<file path="src/hw/rtl/updec_pkg.sv">
// types, character codes and helper functions for the url percent decoder
// no dependencies; imported by updec_core and url_percent_decoder
package updec_pkg;

  localparam logic [7:0] CH_PLUS    = 8'h2B;
  localparam logic [7:0] CH_PERCENT = 8'h25;
  localparam logic [7:0] CH_SPACE   = 8'h20;
  localparam int unsigned MAX_RESULTS = 3;

  typedef enum logic [1:0] {
    PH_IDLE  = 2'd0,
    PH_PCT   = 2'd1,
    PH_DIGIT = 2'd2
  } phase_t;

  typedef struct packed {
    logic       ok;
    logic [3:0] nib;
  } hex_t;

  typedef struct packed {
    logic [7:0] data;
    logic       has;
    logic       last;
  } result_t;

  // all results caused by one input byte
  typedef struct packed {
    result_t [MAX_RESULTS-1:0] items;
    logic [1:0]                count;
  } group_t;

  function automatic hex_t hex_value(input logic [7:0] b);
    hex_t h;
    h = '0;
    if (b inside {[8'h30:8'h39]}) begin
      h.ok  = 1'b1;
      h.nib = 4'(b - 8'h30);
    end else if (b inside {[8'h61:8'h66]}) begin
      h.ok  = 1'b1;
      h.nib = 4'(b - 8'h57);
    end else if (b inside {[8'h41:8'h46]}) begin
      h.ok  = 1'b1;
      h.nib = 4'(b - 8'h37);
    end
    return h;
  endfunction

  // upper-case hex character for a nibble
  function automatic logic [7:0] hex_char(input logic [3:0] n);
    logic [7:0] c;
    if (n < 4'd10) c = 8'h30 + {4'd0, n};
    else           c = 8'h37 + {4'd0, n};
    return c;
  endfunction

endpackage

</file>
<file path="src/hw/rtl/updec_core.sv">
// escape state and per-byte decode: maps one byte to up to three results
// depends on updec_pkg
module updec_core (
  input  logic              clk,
  input  logic              rst,
  input  logic              step,
  input  logic [7:0]        in_byte,
  input  logic              in_last,
  output updec_pkg::group_t grp
);
  import updec_pkg::*;

  phase_t     phase, phase_next;
  logic [3:0] first_digit, first_digit_next;
  logic [1:0] n_cnt;
  logic       do_idle;
  hex_t       h;

  assign h = hex_value(in_byte);

  always_comb begin
    grp              = '0;
    n_cnt            = 2'd0;
    do_idle          = 1'b0;
    phase_next       = phase;
    first_digit_next = first_digit;
    case (phase)
      PH_PCT: begin
        if (h.ok) begin
          first_digit_next = h.nib;
          phase_next       = PH_DIGIT;
        end else begin
          grp.items[n_cnt] = '{data: CH_PERCENT, has: 1'b1, last: 1'b0};
          n_cnt            = n_cnt + 2'd1;
          do_idle          = 1'b1;
        end
      end
      PH_DIGIT: begin
        if (h.ok) begin
          grp.items[n_cnt] = '{data: {first_digit, h.nib}, has: 1'b1, last: 1'b0};
          n_cnt            = n_cnt + 2'd1;
          phase_next       = PH_IDLE;
        end else begin
          grp.items[n_cnt] = '{data: CH_PERCENT, has: 1'b1, last: 1'b0};
          n_cnt            = n_cnt + 2'd1;
          grp.items[n_cnt] = '{data: hex_char(first_digit), has: 1'b1, last: 1'b0};
          n_cnt            = n_cnt + 2'd1;
          do_idle          = 1'b1;
        end
      end
      default: begin
        do_idle = 1'b1;
      end
    endcase

    // byte handled as in idle
    if (do_idle) begin
      if (in_byte == CH_PERCENT) begin
        phase_next = PH_PCT;
      end else begin
        grp.items[n_cnt] = '{data: (in_byte == CH_PLUS) ? CH_SPACE : in_byte,
                             has: 1'b1, last: 1'b0};
        n_cnt            = n_cnt + 2'd1;
        phase_next       = PH_IDLE;
      end
    end

    // end of string drops any pending escape
    if (in_last) begin
      phase_next       = PH_IDLE;
      first_digit_next = 4'd0;
      if (n_cnt == 2'd0) begin
        grp.items[0] = '{data: 8'h00, has: 1'b0, last: 1'b1};
        n_cnt        = 2'd1;
      end else begin
        grp.items[n_cnt - 2'd1].last = 1'b1;
      end
    end
    grp.count = n_cnt;
  end

  always_ff @(posedge clk) begin
    if (rst) begin
      phase       <= PH_IDLE;
      first_digit <= 4'd0;
    end else if (step) begin
      phase       <= phase_next;
      first_digit <= first_digit_next;
    end
  end

endmodule

</file>
<file path="src/hw/rtl/url_percent_decoder.sv">
// top level of the url percent decoder: input register, decode core, result buffer
// depends on updec_pkg and updec_core
//
// usage
//   s_axis carries escaped text one byte per transaction; tlast marks the final
//   byte of a string. m_axis carries decoded results: tdata is the byte, tuser
//   is has_byte (0 only for an end marker with tdata zero), tlast marks the
//   final result of the string.
//   '+' decodes to a space, '%' plus two hex digits to one byte; a broken
//   escape is passed on, its hex digit upper case. a pending escape at the end
//   of a string is dropped; a final byte that yields nothing gives an end marker.
// path: input register, then decode core, then result buffer.
// throughput: one byte per cycle while m_axis_tready is high and each byte yields
//   at most one result; a byte that yields two or three results holds the input
//   until the single-result output port has drained the result buffer.
// reset: synchronous, active high; clears the escape state and both buffers.
// stall: with m_axis_tready low the result buffer holds its data, the input
//   register still takes one more byte, then s_axis_tready falls.
module url_percent_decoder (
  input  logic       clk,
  input  logic       rst,
  input  logic       s_axis_tvalid,
  output logic       s_axis_tready,
  input  logic [7:0] s_axis_tdata,   // [7:0] in_byte
  input  logic       s_axis_tlast,   // in_last
  output logic       m_axis_tvalid,
  input  logic       m_axis_tready,
  output logic [7:0] m_axis_tdata,   // [7:0] out_byte
  output logic       m_axis_tuser,   // has_byte
  output logic       m_axis_tlast    // out_last
);
  import updec_pkg::*;

  // input register
  logic       in_full;
  logic [7:0] in_byte;
  logic       in_last;

  // result buffer, drained one result per transaction
  result_t [MAX_RESULTS-1:0] buf_items;
  logic [1:0]                buf_cnt;
  logic [1:0]                buf_idx;

  group_t grp;
  logic   s_accept;
  logic   m_accept;
  logic   buf_free;
  logic   step;

  assign m_accept = m_axis_tvalid & m_axis_tready;
  // buffer empty now or its final result leaves this cycle
  assign buf_free = (buf_cnt == 2'd0) || (m_accept && buf_cnt == 2'd1);
  assign step     = in_full & buf_free;
  assign s_axis_tready = ~in_full | step;
  assign s_accept = s_axis_tvalid & s_axis_tready;

  updec_core u_core (
    .clk     (clk),
    .rst     (rst),
    .step    (step),
    .in_byte (in_byte),
    .in_last (in_last),
    .grp     (grp)
  );

  always_ff @(posedge clk) begin
    if (rst) begin
      in_full <= 1'b0;
    end else if (s_accept) begin
      in_full <= 1'b1;
    end else if (step) begin
      in_full <= 1'b0;
    end
  end

  always_ff @(posedge clk) begin
    if (s_accept) begin
      in_byte <= s_axis_tdata;
      in_last <= s_axis_tlast;
    end
  end

  always_ff @(posedge clk) begin
    if (rst) begin
      buf_cnt <= 2'd0;
      buf_idx <= 2'd0;
    end else if (step) begin
      buf_cnt <= grp.count;
      buf_idx <= 2'd0;
    end else if (m_accept) begin
      buf_cnt <= buf_cnt - 2'd1;
      buf_idx <= buf_idx + 2'd1;
    end
  end

  always_ff @(posedge clk) begin
    if (step) begin
      buf_items <= grp.items;
    end
  end

  assign m_axis_tvalid = (buf_cnt != 2'd0);
  assign m_axis_tdata  = buf_items[buf_idx].data;
  assign m_axis_tuser  = buf_items[buf_idx].has;
  assign m_axis_tlast  = buf_items[buf_idx].last;

endmodule

</file>
<file path="config.mk">
export PLATFORM = sky130hd
export DESIGN_NAME = url_percent_decoder
export DESIGN_NICKNAME = d
export VERILOG_FILES = /design/src/hw/rtl/updec_pkg.sv /design/src/hw/rtl/updec_core.sv /design/src/hw/rtl/url_percent_decoder.sv
export SDC_FILE = /design/constraint.sdc
export NUM_CORES = 1
export LEC_CHECK = 0
export BUFFER_PORTS_ARGS = -buffer_cell sky130_fd_sc_hd__buf_2
export CAP_MARGIN = 10
export CORE_ASPECT_RATIO = 0.75
export CORE_MARGIN = 2
export CORE_UTILIZATION = 35
export CTS_CLUSTER_DIAMETER = 80
export CTS_CLUSTER_SIZE = 20
export DETAILED_ROUTE_END_ITERATION = 7
export GPL_TIMING_DRIVEN = 0
export HOLD_SLACK_MARGIN = 0.08
export SLEW_MARGIN = 25
export SYNTH_ARGS = -nofsm -noshare
export SYNTH_HDL_FRONTEND = slang
export SYNTH_HIERARCHICAL = 1
export SYNTH_SLANG_ARGS = --single-unit
</file>
<file path="constraint.sdc">
create_clock -name clk -period 4 [get_ports clk]
set_input_delay 0.4 -clock clk [delete_from_list [all_inputs] [get_ports clk]]
set_output_delay 0.4 -clock clk [all_outputs]
set_load 0.005 [all_outputs]
</file>
* Yosys cells after proc, flatten, opt, wreduce, memory -nomap -nowiden
Index checks and enable logic that the tools add are counted.
Widths: inputs -> output; s select.
** Storage, ports and cells
- Register bits :: 50
- Latch bits :: 0
- RAM bits :: 0
- Memory bits (read-only) :: 0
- Bits of input ports :: 13
- Output and inout bits :: 12
- Logic and storage cells :: 113
- Memories :: 0
** Cells by class
- Add/subtract/negate cells :: 9
- Multiply operators :: 0
- Div/mod/pow operators :: 0
- Order comparisons :: 12
- Equality and inequality tests :: 7
- Shifts and indexed selects :: 0
- Multiplexer cells :: 45
- Bitwise operators :: 5
- Reduce and logical (&&, ||, !) cells :: 19
** Operators by type and width (count)
- $mux 30 :: 3
- $bwmux 30 :: 2
- $mux 10 :: 6
- $demux 10 s2 :: 2
- $mux 8 :: 3
- $mux 2 :: 11
- $bmux 10 s2 :: 1
- $mux 20 :: 1
- $pmux 10 s2 :: 1
- $eq 8x6->1 const B :: 2
- $ge 8x7->1 const B :: 2
- $le 8x7->1 const B :: 2
- $mux 5 :: 3
- $add 6x4->7 const A :: 2
- $mux 4 :: 3
- $reduce_bool 2->1 :: 5
- $lt 2x3->1 const B :: 3
- $ge 8x6->1 const B :: 1
- $le 8x6->1 const B :: 1
- $ne 4x2->1 const B :: 2
- $pmux 2 s2 :: 2
- $sub 4x3->4 const B :: 2
- $mux 1 :: 7
- $logic_and 1x1->1 :: 6
- 16 further kinds :: 24

* Logic depth before layout (Yosys ltp)
Gate-level depths: netlist of the first run.
- Depth after elaboration :: 18
- Gate-level depth with buffers :: 12
- Mapped depth without buffers :: 12

* By module
The synthesis of the first run kept the hierarchy.
** By module, submodules not included
- url_percent_decoder :: times used 1, cells an instance 104, area each 1660.3 µm²
- updec_core :: times used 1, cells an instance 163, area each 1128.6 µm²

* Worst setup path after synthesis of the first run
OpenSTA, ideal clock, no wires.
- Path type :: register to register
- From :: register in_byte[0]
- To :: register buf_items[4] (netlist bit), data pin
- Setup time :: 278 ps
- Arrival time :: 2701 ps
- Data required time :: 3722 ps
- Slack :: 1021 ps
- Stages on the path, launching flop included :: 12
- Path buffers :: 0
- Cells stage by stage :: edfxtp_1 > ha_1 > or3b_2 > and3_1 > nor2_1 > nor2_1 > a21oi_1 > ha_1 > o21ai_1 > and4_1 > o21ai_0 > a22oi_1
** RTL lines
- from (decl) :: RTL line url_percent_decoder.sv:36 : logic [7:0] in_byte;
- from (signal assigned) :: RTL line url_percent_decoder.sv:78 : in_byte <= s_axis_tdata;
- to (signal assigned) :: RTL line url_percent_decoder.sv:98 : buf_items <= grp.items;
- to (decl) :: RTL line url_percent_decoder.sv:40 : result_t [MAX_RESULTS-1:0] buf_items;

==> results, run 1 <==
- The number of distinct library cells after synthesis is 58.
- In the finished design, the share of the clock period the worst path needs comes to 0.914.
- The most used flip-flop cell after synthesis is sky130_fd_sc_hd__edfxtp_1.
- The post-synthesis async set-or-reset flop share is 0.
- The clock latency on the worst-skew pair is 310 ps.
- The violation count after the first detailed-routing iteration is 191.
- The floorplan step set the die height to 81.3 um.
- The overall fraction of global-route tracks in use is 0.162.
- The number of detailed-route iterations in the first pass is 5.
- The via count of the first global-routing pass is 2007.
- The number of enable-type register cells in the synthesized netlist is 39.
- The normalized max-slew margin is 0.508.
- The count of nets left with antenna violations once routing finished came out at 0.
- The classification of the worst-slack hold path is in2reg.
- The detailed router placed 2153 vias in this run.
- The number of setup buffers added after CTS is 0.
- The CTS clock-pin slew for the worst setup and hold paths is 90 ps.
- The sum of negative setup slack is 0 ps.
- Between clock sinks in the finished design, the worst skew comes to 9.00 ps.
- The power per unit of standard cell area is 354 nW/um2.
- The count of instances resized after the clock tree is built is 0.
- The final hold violation count came to 0.
- The achievable clock frequency is 274 MHz.
- The number of nets handed over by synthesis was 291.
- TritonCTS created 5 clock buffers.
- met1 is the most crowded layer.
- The analysis attributes to cell leakage a power of 0.00113 uW.
- The die area is 8710 um2.
- By count the netlist is led by sky130_fd_sc_hd__edfxtp_1 (39), sky130_fd_sc_hd__inv_1 (21), sky130_fd_sc_hd__nor2_1 (21).
- The start point of the critical path is in_byte[0].
- The reg-to-reg critical path endpoint is buf_items[4].
- The arrival time at the worst endpoint is 3690 ps.
- The design draws 1110 uW.
- The library cell occupying the most area in the post-synthesis netlist is sky130_fd_sc_hd__edfxtp_1.
- The layout filler cell count is 785.
- The Yosys warning count is 6.
- The cell with the most instances after synthesis is sky130_fd_sc_hd__edfxtp_1.
- The initial antenna violation count is 0.
- In this run the register-to-register setup slack is 350 ps.
- By area the synthesized netlist is led by sky130_fd_sc_hd__edfxtp_1 (42%), sky130_fd_sc_hd__dfxtp_1 (7.9%), sky130_fd_sc_hd__ha_1 (4.9%), sky130_fd_sc_hd__mux2i_1 (4.7%), sky130_fd_sc_hd__inv_1 (2.8%).
- The sequential-to-total area share from yosys stat is 0.499.
- For the worst setup path, the data required time is 4030 ps.
- Across the run, the number of max-cap violations was 0.
- The via-per-instance ratio is 5.34.
- The routing usage on met1 is 0.241.
- The average instance in the mapped netlist occupies 10.4 um2.
- Summed over all layers, the global routing overflow is 0.
- The global placement routability congestion is 0.912.
- Compared with the post-synthesis result, the final layout area differs by 12.0%.
- For the pin with the worst max-slew slack, the measured transition is 738 ps.
- Along the worst path, the maximum fanout reaches 9.
- After floorplanning, the core was sized to cover 7810 um2.
- The proportion of netlist area held by the largest area contributor is 0.420.
- The worst-case vdd ir drop is 0.000166 V.
- The clock tree from TritonCTS is built.
- Setup violations remaining at the end of the flow were counted as 0.
- The run finished with clean final reports.
- For the finished layout, the period the worst path requires is 3650 ps.
- The met2 global-route usage is 0.231.
- The worst setup path is of the reg2reg kind.
- The number of cells produced by synthesis is 267.
- 25 I/O pins were placed.
- The utilization after layout is 0.400.
- For this run, design rule violations remaining after detail routing come to 0.
- In this run the horizontal extent of the chip is 107 um.
- The cell area after synthesis is 2790 um2.
- STA classifies the critical path startpoint as a flop.
- In the final routed layout, each cell accounts on average for 16.2 um.
- The buffer cell driving the clock tree root is sky130_fd_sc_hd__clkbuf_8.
- The max-slew violation count is 0.
- In this run the cell area measured after placement is 3040 um2.
- The met3 track utilization from global routing is 0.0385.
- Of the cells placed in the final design, the portion with a size suffix greater than 1 is 0.171.
- In this run the worst setup path terminates at buf_items[4].
- After detailed routing, the total wire length is 6.52 mm.
- Entering global routing, the biggest net connects 38 pins.
- After clock tree synthesis, the flow added hold-fix buffers numbering 0.
- The H-tree generated during clock tree synthesis spans 2 levels.
- Setup repair after global routing left no endpoint under its margin.
- The final net count is 322.
- The worst setup path is captured at a flop.
- The worst-case reg-to-reg path depth is 12.
- The floorplan has 28 rows.
- The number of register bits inferred by synthesis is 50.
- The count of input and output buffers is 24.
- Summing all non-filler instances in the final layout gives an area of 3120 um2.
- Detailed placement finished with a half-perimeter wire length of 4.68 mm.
- The clock passes through at most 2 buffers.
- The number of sinks on the clock net is 50.
- The initial utilization of the core area, before any placement, comes to 0.357.
- The global-route wire length before repair is 10.7 mm.
- The startpoint of the worst-slack reg-to-reg timing path is in_byte[0].
- The number of antenna diodes in the final layout is 0.
[placed cells by master (no fill, tap or decap), types with 2 or more instances in the layout]
| cell | instances |
|---|---|
| sky130_fd_sc_hd__xnor2_1 | 4 |
| sky130_fd_sc_hd__buf_2 | 27 |
| sky130_fd_sc_hd__clkbuf_1 | 4 |
| sky130_fd_sc_hd__o22ai_1 | 4 |
| sky130_fd_sc_hd__a21o_1 | 3 |
| sky130_fd_sc_hd__and3_1 | 2 |
| sky130_fd_sc_hd__a21oi_1 | 12 |
| sky130_fd_sc_hd__nor3b_1 | 2 |
| sky130_fd_sc_hd__nor3_1 | 4 |
| sky130_fd_sc_hd__nand2_1 | 19 |
| sky130_fd_sc_hd__and3_2 | 2 |
| sky130_fd_sc_hd__edfxtp_1 | 39 |
| sky130_fd_sc_hd__nor2b_1 | 2 |
| sky130_fd_sc_hd__or3_1 | 5 |
| sky130_fd_sc_hd__ha_1 | 11 |
| sky130_fd_sc_hd__xor2_1 | 2 |
| sky130_fd_sc_hd__o21ai_0 | 9 |
| sky130_fd_sc_hd__o32ai_1 | 4 |
| sky130_fd_sc_hd__o21ai_1 | 10 |
| sky130_fd_sc_hd__dfxtp_1 | 11 |
| sky130_fd_sc_hd__inv_1 | 21 |
| sky130_fd_sc_hd__and2_1 | 2 |
| sky130_fd_sc_hd__o221ai_1 | 2 |
| sky130_fd_sc_hd__a221oi_1 | 2 |
| sky130_fd_sc_hd__a31oi_1 | 2 |
| sky130_fd_sc_hd__a22oi_1 | 6 |
| sky130_fd_sc_hd__mux2i_1 | 13 |
| sky130_fd_sc_hd__nand2b_1 | 3 |
| sky130_fd_sc_hd__nand3_1 | 12 |
| sky130_fd_sc_hd__nand3b_1 | 4 |
| sky130_fd_sc_hd__nor2_1 | 21 |
| sky130_fd_sc_hd__clkbuf_8 | 5 |
[per-stage QoR]
step | setup WS (ps) | hold WS (ps) | instances
4_1_cts | 400 | 254 | 403
5_1_grt | 75.5 | 248 | 403
3_5_place_dp | 422 | 488 | 396
6_report | 346 | 262 | 403
3_3_place_gp | 473 | 480 | 396
2_1_floorplan | 1020 | 457 | 267
[per-layer routing]
layer / up-vias / routed length (um)
li1: 1046 / -
met4: 0 / 85
met5: - / 0
met2: 86 / 2640
met3: 10 / 534
met1: 1011 / 3250
[where the power goes]
part	switching [uW]	total [uW]	internal, uW
logic	108	187	79.5
registers	24.1	631	607
clock network	168	289	121
total	299	1110	807
[worst min path at each step]
stage	startpoint	end	slack [ps]	depth (start not counted)
final	s_axis_tdata[2]	in_byte[2]	260	1
after global placement	u_core/phase[1]	u_core/phase[1]	480	2
after floorplan	u_core/phase[1]	u_core/phase[1]	460	2
after global routing	s_axis_tdata[7]	in_byte[7]	250	1
after CTS	s_axis_tdata[2]	in_byte[2]	250	1
after detailed placement	u_core/phase[1]	u_core/phase[1]	490	2
[registers in the layout, indices dropped and copies added (netlist names)]
register / count
u_core/first_digit: 4
in_last: 1
in_full: 1
buf_idx: 2
u_core/phase: 2
buf_cnt: 2
in_byte: 8
buf_items: 30
[cell type report]
type | count | area, um2 | share of cell area
flip-flops and latches | 50 | 1390 | 0.446
multi-input cells | 186 | 1270 | 0.405
well taps | 105 | 131 | 0.0421
repair buffers | 24 | 120 | 0.0385
inverters | 22 | 82.6 | 0.0264
clock buffers | 5 | 68.8 | 0.0220
plain buffers | 9 | 48.8 | 0.0156
clock inverters | 2 | 13.8 | 0.00441
[logic make-up (layout without fill, tap and decap cells)]
kind of cell | Yosys count | after routing | synth area share
buffers and inverters | 31 | 62 | 0.0471
xor gates and xnor gates | 6 | 6 | 0.0188
and+or+nand+nor | 89 | 89 | 0.172
adders and majority gates | 11 | 11 | 0.0493
DFF | 50 | 50 | 0.499
muxes | 13 | 13 | 0.0467
AOI/OAI and AO/OA | 67 | 67 | 0.167
[critical path: stages (launching register included)]
cell and delay (ps):
sky130_fd_sc_hd__edfxtp_1 530, sky130_fd_sc_hd__inv_1 110, sky130_fd_sc_hd__ha_1 190, sky130_fd_sc_hd__or3b_2 480, sky130_fd_sc_hd__and3_1 200, sky130_fd_sc_hd__nor2_1 330, sky130_fd_sc_hd__nor2_1 110, sky130_fd_sc_hd__a21oi_1 220
sky130_fd_sc_hd__ha_1 360, sky130_fd_sc_hd__o21ai_1 280, sky130_fd_sc_hd__and4_1 310, sky130_fd_sc_hd__o21ai_0 170, sky130_fd_sc_hd__a22oi_1 110
Note: power is estimated with default switching activity, not from simulation.
==> run 2, diff against run 1 <==
--- a/config.mk
+++ b/config.mk
@@ -7,9 +7,9 @@
 export LEC_CHECK = 0
 export BUFFER_PORTS_ARGS = -buffer_cell sky130_fd_sc_hd__buf_2
 export CAP_MARGIN = 10
-export CORE_ASPECT_RATIO = 0.75
-export CORE_MARGIN = 2
+export CORE_ASPECT_RATIO = 0.9
 export CORE_UTILIZATION = 35
+export CTS_BUF_LIST = sky130_fd_sc_hd__clkbuf_4 sky130_fd_sc_hd__clkbuf_8
 export CTS_CLUSTER_DIAMETER = 80
 export CTS_CLUSTER_SIZE = 20
 export DETAILED_ROUTE_END_ITERATION = 7
==> run 2 against run 1 <==
  * Maximum frequency up 2.0%
  * First-iteration DRC count is 7.3% higher
  * Worst setup slack better by 70 ps
  * Clock power up 9.3%
  * Count of clock-buffer cells in the layout did not move
  * Combinational power is essentially flat
  * Global-route usage shrank 0.45 points
  * Register-to-register slack improved by 70 ps
  * Critical path type unchanged
  * Critical endpoint unchanged
  * Largest cell class unchanged
  * Highest routed layer unchanged
==> results, run 2 (synthesized netlist as in run 1, its figures left out) <==
- The horizontal die dimension is 96.1 um (was 107 um).
- The final net count is 322 (unchanged).
- The end point of the worst hold path was in_last (was in_byte[2]).
- The data required time at the worst endpoint was 4040 ps (was 4030 ps).
- The maximum buffer depth of the clock tree is 2 (unchanged).
- The shortest clock period the worst path allows after layout is 3580 ps (was 3650 ps).
- The number of primary I/O pins was 25 (unchanged).
- The number of buffers added for setup after CTS is 0 (unchanged).
- The largest net degree at the start of global routing came to 38 (unchanged).
- The classification of the worst-slack hold path is in2reg (unchanged).
- The buffer cell driving the clock tree root is sky130_fd_sc_hd__clkbuf_8 (unchanged).
- The path type of the worst setup path was reg2reg (unchanged).
- The count of input and output buffers was 24 (unchanged).
- The total core area is 7620 um2 (was 7810 um2).
- The reg-to-reg critical path endpoint is buf_items[4] (unchanged).
- The site row count is 30 (was 28).
- The leading cell type in the layout, fill and taps excluded is sky130_fd_sc_hd__edfxtp_1 (unchanged).
- The fraction of layout cells with a size suffix above 1 is 0.174 (was 0.171).
- The portion of the clock cycle consumed by the worst path in the final layout is 0.896 (was 0.914).
- The achievable clock frequency is 279 MHz (was 274 MHz).
- The number of levels in the clock H-tree is 2 (unchanged).
- The sum of negative setup slack was 0 ps (unchanged).
- The total DRC errors in the routed layout is 0 (unchanged).
- The final standard cell count with taps included and fillers excluded is 395 (was 403).
- The aggregate global routing overflow came to 0 (unchanged).
- The peak fanout along the critical path is 9 (unchanged).
- The global-route wire length before repair came to 9.83 mm (was 10.7 mm).
- The final number of setup-violating endpoints came to 0 (unchanged).
- The beginning of the worst hold path was s_axis_tlast (was s_axis_tdata[2]).
- The layout filler cell count is 755 (was 785).
- The number of cells on the worst hold path came to 1 (unchanged).
- The actual slew at the worst max-slew pin is 723 ps (was 738 ps).
- The wire length per cell after detailed routing is 15.2 um (was 16.2 um).
- The multi-input logic area came to 1270 um2 (unchanged).
- The clock latency on the worst-skew pair is 320 ps (was 310 ps).
- The flip-flop count of the largest register after layout is 30 (unchanged).
- The die area is 8330 um2 (was 8710 um2).
- The total placed cells including tap cells was 387 (was 396).
- The height of the die is 86.7 um (was 81.3 um).
- The via count of the routed design is 2117 (was 2153).
- The violation count after the first detailed-routing iteration is 205 (was 191).
- The startpoint of the worst-slack reg-to-reg timing path is in_byte[0] (unchanged).
- The power per unit of standard cell area is 361 nW/um2 (was 354 nW/um2).
- Registers with the highest flip-flop counts: buf_items: 30 flops, in_byte: 8 flops, u_core/first_digit: 4 flops (unchanged).
- The clock tree from TritonCTS is built (unchanged).
- The half-perimeter wire length after placement is 4.35 mm (was 4.68 mm).
- The clock tree skew after final layout is 17.3 ps (was 9.00 ps).
- The max-slew violation count is 0 (unchanged).
- The number of detailed-route iterations in the first pass was 4 (was 5).
- The delay of the slowest critical-path stage is 530 ps (about the same).
- The total of max-cap violations was 0 (unchanged).
- Commonest non-fill, non-tap cells in the layout: sky130_fd_sc_hd__edfxtp_1 (39), sky130_fd_sc_hd__buf_2 (27), sky130_fd_sc_hd__inv_1 (21), sky130_fd_sc_hd__nor2_1 (21), sky130_fd_sc_hd__nand2_1 (19) (unchanged).
- The global placement routability congestion was 0.872 (was 0.912).
- The starting density of the core is 0.366 (was 0.357).
- The hold buffer count at CTS is 0 (unchanged).
- The total inserted antenna cells came to 0 (unchanged).
- The worst-case vdd ir drop came to 0.000161 V (was 0.000166 V).
- The number of sinks on the clock net is 50 (unchanged).
- The cell with the biggest individual delay on the critical path is sky130_fd_sc_hd__edfxtp_1 (unchanged).
- The final hold violation count came to 0 (unchanged).
- The cell leakage power came to 0.00114 uW (was 0.00113 uW).
- The arrival time at the worst endpoint is 3630 ps (was 3690 ps).
- The CTS clock-pin slew for the worst setup and hold paths is 110 ps (was 90 ps).
- Run status: completed (unchanged).
- The via count of the first global-routing pass is 1994 (was 2007).
- The worst-case reg-to-reg path depth was 11 (was 12).
- The initial antenna violation count is 0 (unchanged).
- The endpoint kind of the worst setup timing path is a flop (unchanged).
- The normalized max-slew margin is 0.518 (was 0.508).
- The register name with the most flops was buf_items (unchanged).
- The number of nets with antenna violations after routing is 0 (unchanged).
- The startpoint type of the worst setup path is a flop (unchanged).
- The count of instances resized after the clock tree is built is 0 (unchanged).
- The routed wire length is 5.99 mm (was 6.52 mm).
- Cells traversed along the worst timing path: ha_1 -> or3b_2 -> and3_1 -> nor2_1 -> nor2_1 -> a21oi_1 -> ha_1 -> o21ai_1 -> and4_1 -> o21ai_0 -> a22oi_1 (was inv_1 -> ha_1 -> or3b_2 -> and3_1 -> nor2_1 -> nor2_1 -> a21oi_1 -> ha_1 -> o21ai_1 -> and4_1 -> o21ai_0 -> a22oi_1).
- The total clock buffers created by CTS is 5 (unchanged).
- The signed area change from the synthesized netlist to the final layout is 12.1% (was 12.0%).
- The overall fraction of global-route tracks in use came to 0.158 (was 0.162).
- The via-per-instance ratio is 5.36 (was 5.34).
- Unrepaired setup endpoints after global routing: false (unchanged).
- The register area came to 1390 um2 (unchanged).
- The reg2reg setup slack is 420 ps (was 350 ps).
==> run 2: cell types whose count changed in the layout (fill, tap and decap cells not counted) <==
cell	delta
sky130_fd_sc_hd__clkinv_4	+1
sky130_fd_sc_hd__clkinv_2	-1
sky130_fd_sc_hd__inv_8	+1
==> run 2: final cells by class <==
| cell class | instances | area share |
|---|---|---|
| plain buffers | 9 | 0.0156 |
| clock buffers | 5 | 0.0220 |
| clock inverters | 3 | 0.00920 |
| inverters | 22 | 0.0264 |
| multi-input cells | 186 | 0.405 |
| flip-flops and latches | 50 | 0.445 |
| well taps | 96 | 0.0384 |
| repair buffers | 24 | 0.0384 |
==> run 2: worst max path at each step <==
stage / slack (ps) / cells past startpoint / end / from
floorplan: 1020 / 11 / buf_items[4] / in_byte[0]
global placement: 490 / 11 / buf_items[4] / in_byte[0]
detailed placement: 450 / 11 / buf_items[4] / in_byte[0]
CTS: 460 / 11 / buf_items[4] / in_byte[0]
global route: 120 / 12 / buf_items[4] / in_byte[0]
finish: 420 / 11 / buf_items[4] / in_byte[0]
==> run 2: per-stage QoR <==
step / total power [uW] / hold slack [ps] / area, um2 / util / setup WS (ps)
floorplan: 763 / 457 / 2790 / - / 1020
global placement: 823 / 480 / 3030 / 0.398 / 490
detailed placement: 827 / 488 / 3030 / 0.398 / 455
CTS: 1140 / 252 / 3130 / 0.410 / 456
global route: 1190 / 238 / 3130 / 0.410 / 124
finish: 1130 / 261 / 3130 / 0.410 / 416
==> run 2: report_power, final <==
part	switching, uW	internal [uW]
Sequential	22.0	607
Clock	185	131
Combinational	105	79.5
==> run 2: critical path: cells and delay by family, from the launching register on <==
kind / cells / cell delay [ps]
AND/OR/NAND/NOR: 5 / 1380
AO/OA/AOI/OAI: 4 / 750
adder cells (fa/ha/maj): 2 / 670
flip-flops: 1 / 530
==> run 2: routing by layer <==
metal / vias up / global-route usage / share of wire
met2: 78 / 0.237 / 0.44
met3: 10 / 0.0316 / 0.064
met5: - / 0 / 0
li1: 1052 / - / -
met1: 977 / 0.224 / 0.48
met4: 0 / 0.0570 / 0.019
==> run 3, diff against run 2 <==
--- a/config.mk
+++ b/config.mk
@@ -5,7 +5,7 @@
 export SDC_FILE = /design/constraint.sdc
 export NUM_CORES = 1
 export LEC_CHECK = 0
-export BUFFER_PORTS_ARGS = -buffer_cell sky130_fd_sc_hd__buf_2
+export BUFFER_PORTS_ARGS = -buffer_cell sky130_fd_sc_hd__buf_4
 export CAP_MARGIN = 10
 export CORE_ASPECT_RATIO = 0.9
 export CORE_UTILIZATION = 35
==> run 3 against run 2 <==
  * Design area grew 1.9%
  * Die area is the same
  * First-iteration DRC count is 8.8% lower
  * Hold slack improved by 11 ps
  * Largest power group unchanged
==> results, run 3 (synthesized netlist as in run 1, its figures left out) <==
- Run status: completed (unchanged).
- The reg-to-reg critical path endpoint is buf_items[4] (unchanged).
- The startpoint type of the worst setup path is a flop (unchanged).
- The max-slew violation count is 0 (unchanged).
- The total DRC errors in the routed layout was 0 (unchanged).
- The total inserted antenna cells is 0 (unchanged).
- The routed wire length is 6.10 mm (was 5.99 mm).
- The reg2reg setup slack is 420 ps (about the same).
- The beginning of the worst hold path is s_axis_tdata[3] (was s_axis_tlast).
- The fraction of layout cells with a size suffix above 1 is 0.174 (unchanged).
- The hold buffer count at CTS is 0 (unchanged).
- The path type of the worst setup path is reg2reg (unchanged).
- The clock tree skew after final layout came to 14.0 ps (was 17.3 ps).
- The horizontal die dimension was 96.1 um (unchanged).
- The normalized max-slew margin is 0.508 (was 0.518).
- The via count of the routed design is 2136 (was 2117).
- The signed area change from the synthesized netlist to the final layout is 14.3% (was 12.1%).
- The final number of setup-violating endpoints was 0 (unchanged).
- The actual slew at the worst max-slew pin is 736 ps (was 723 ps).
- The CTS clock-pin slew for the worst setup and hold paths was 100 ps (was 110 ps).
- The number of detailed-route iterations in the first pass was 4 (unchanged).
- The number of primary I/O pins is 25 (unchanged).
- The largest net degree at the start of global routing is 38 (unchanged).
- The die area is 8330 um2 (unchanged).
- The final hold violation count is 0 (unchanged).
- The clock tree from TritonCTS is built (unchanged).
- The cell leakage power is 0.00116 uW (was 0.00114 uW).
- The maximum buffer depth of the clock tree is 2 (unchanged).
- The global placement routability congestion came to 0.896 (was 0.872).
- The number of buffer and inverter instances along the worst setup path is 0 (unchanged).
- The cell family with the largest share of critical-path delay is simple AND/OR/NAND/NOR gates (unchanged).
- The total power draw is 1140 uW (was 1130 uW).
- The data required time at the worst endpoint is 4030 ps (was 4040 ps).
- The count of instances resized after the clock tree is built is 0 (unchanged).
- The register name with the most flops is buf_items (unchanged).
- The half-perimeter wire length after placement is 4.44 mm (was 4.35 mm).
- The power per unit of standard cell area is 356 nW/um2 (was 361 nW/um2).
- The number of sinks on the clock net is 50 (unchanged).
- Registers with the highest flip-flop counts: buf_items: 30 flops, in_byte: 8 flops, u_core/first_digit: 4 flops (unchanged).
- The peak fanout along the critical path is 9 (unchanged).
- The via count of the first global-routing pass is 2050 (was 1994).
- The startpoint of the worst-slack reg-to-reg timing path is in_byte[0] (unchanged).
- The leading cell type in the layout, fill and taps excluded is sky130_fd_sc_hd__edfxtp_1 (unchanged).
- The utilization after layout is 0.418 (was 0.410).
- The starting density of the core came to 0.366 (unchanged).
- The final net count is 322 (unchanged).
- The cell with the biggest individual delay on the critical path is sky130_fd_sc_hd__edfxtp_1 (unchanged).
- The flip-flop count of the largest register after layout is 30 (unchanged).
- The total core area came to 7620 um2 (unchanged).
- Unrepaired setup endpoints after global routing: false (unchanged).
- The site row count is 30 (unchanged).
- The classification of the worst-slack hold path is in2reg (unchanged).
- The number of cells on the worst hold path is 1 (unchanged).
- The end point of the worst hold path is in_byte[3] (was in_last).
- The number of buffers added for setup after CTS is 0 (unchanged).
- The endpoint kind of the worst setup timing path is a flop (unchanged).
- The aggregate global routing overflow came to 0 (unchanged).
- The clock latency on the worst-skew pair is 310 ps (was 320 ps).
- The sum of negative setup slack came to 0 ps (unchanged).
- Cells traversed along the worst timing path: ha_1 -> or3b_2 -> and3_1 -> nor2_1 -> nor2_1 -> a21oi_1 -> ha_1 -> o21ai_1 -> and4_1 -> o21ai_0 -> a22oi_1 (unchanged).
- The violation count after the first detailed-routing iteration is 187 (was 205).
- The via-per-instance ratio is 5.41 (was 5.36).
- The total clock buffers created by CTS was 5 (unchanged).
- The global-route wire length before repair is 10.1 mm (was 9.83 mm).
- The arrival time at the worst endpoint is 3610 ps (was 3630 ps).
- The height of the die is 86.7 um (unchanged).
- The shortest clock period the worst path allows after layout is 3580 ps (about the same).
- The achievable clock frequency came to 279 MHz (about the same).
- The count of input and output buffers is 24 (unchanged).
- The delay of the slowest critical-path stage is 530 ps (about the same).
- The number of nets with antenna violations after routing came to 0 (unchanged).
- The worst-case reg-to-reg path depth was 11 (unchanged).
- Commonest non-fill, non-tap cells in the layout: sky130_fd_sc_hd__edfxtp_1 (39), sky130_fd_sc_hd__buf_4 (25), sky130_fd_sc_hd__inv_1 (21), sky130_fd_sc_hd__nor2_1 (21), sky130_fd_sc_hd__nand2_1 (19) (was sky130_fd_sc_hd__edfxtp_1 (39), sky130_fd_sc_hd__buf_2 (27), sky130_fd_sc_hd__inv_1 (21), sky130_fd_sc_hd__nor2_1 (21), sky130_fd_sc_hd__nand2_1 (19)).
- The initial antenna violation count came to 0 (unchanged).
- The wire length per cell after detailed routing was 15.4 um (was 15.2 um).
- The worst-case vdd ir drop is 0.000141 V (was 0.000161 V).
- The overall fraction of global-route tracks in use is 0.160 (was 0.158).
- The number of levels in the clock H-tree is 2 (unchanged).
- The total of max-cap violations was 0 (unchanged).
- The portion of the clock cycle consumed by the worst path in the final layout was 0.896 (about the same).
- The buffer cell driving the clock tree root is sky130_fd_sc_hd__clkbuf_8 (unchanged).
## run 3: cell count changes in the layout (fill, tap and decap cells not counted)
cell / before / now
sky130_fd_sc_hd__buf_2: 27 / 3
sky130_fd_sc_hd__buf_4: 1 / 25
sky130_fd_sc_hd__clkinv_4: 1 / 2
sky130_fd_sc_hd__inv_6: 1 / 0
## run 3: worst max path at each step
| stage | depth (start not counted) | endpoint | start |
|---|---|---|---|
| after floorplan | 11 | buf_items[4] | in_byte[0] |
| after global placement | 11 | buf_items[4] | in_byte[0] |
| after detailed placement | 12 | buf_items[4] | in_byte[0] |
| after CTS | 11 | buf_items[4] | in_byte[0] |
| after global routing | 12 | buf_items[4] | in_byte[0] |
| final | 11 | buf_items[4] | in_byte[0] |
## run 3: metrics by stage
step / cell area, um2 / setup WS, ps / std cells / hold slack, ps
2_1_floorplan: 2790 / 1020 / 267 / 457
6_report: 3190 / 417 / 395 / 271
4_1_cts: 3190 / 461 / 395 / 260
3_5_place_dp: 3090 / 462 / 387 / 491
3_3_place_gp: 3090 / 488 / 387 / 479
5_1_grt: 3190 / 142 / 395 / 246
## run 3: report_power, final
part	internal, uW	switching (uW)	total (uW)
Clock	130	179	309
Combinational	93.9	105	199
Sequential	607	22.1	629
## run 3: cell type report
cell class	instances	area [um2]
fill	757	4430
clock buffer	5	68.8
sequential	50	1390
inverter	22	82.6
tap	96	120
clock inverter	3	28.8
timing repair buffer	24	180
buffer	9	48.8
multi-input combinational	186	1270
## run 3: per-layer routing
layer | share of wire | GRT usage | vias up | wire length [um]
met5 | 0 | 0 | - | 0
met2 | 0.46 | 0.249 | 49 | 2820
met3 | 0.042 | 0.0272 | 2 | 257
met1 | 0.49 | 0.230 | 1038 | 2990
li1 | - | - | 1047 | -
met4 | 0.0039 | 0.0407 | 0 | 24
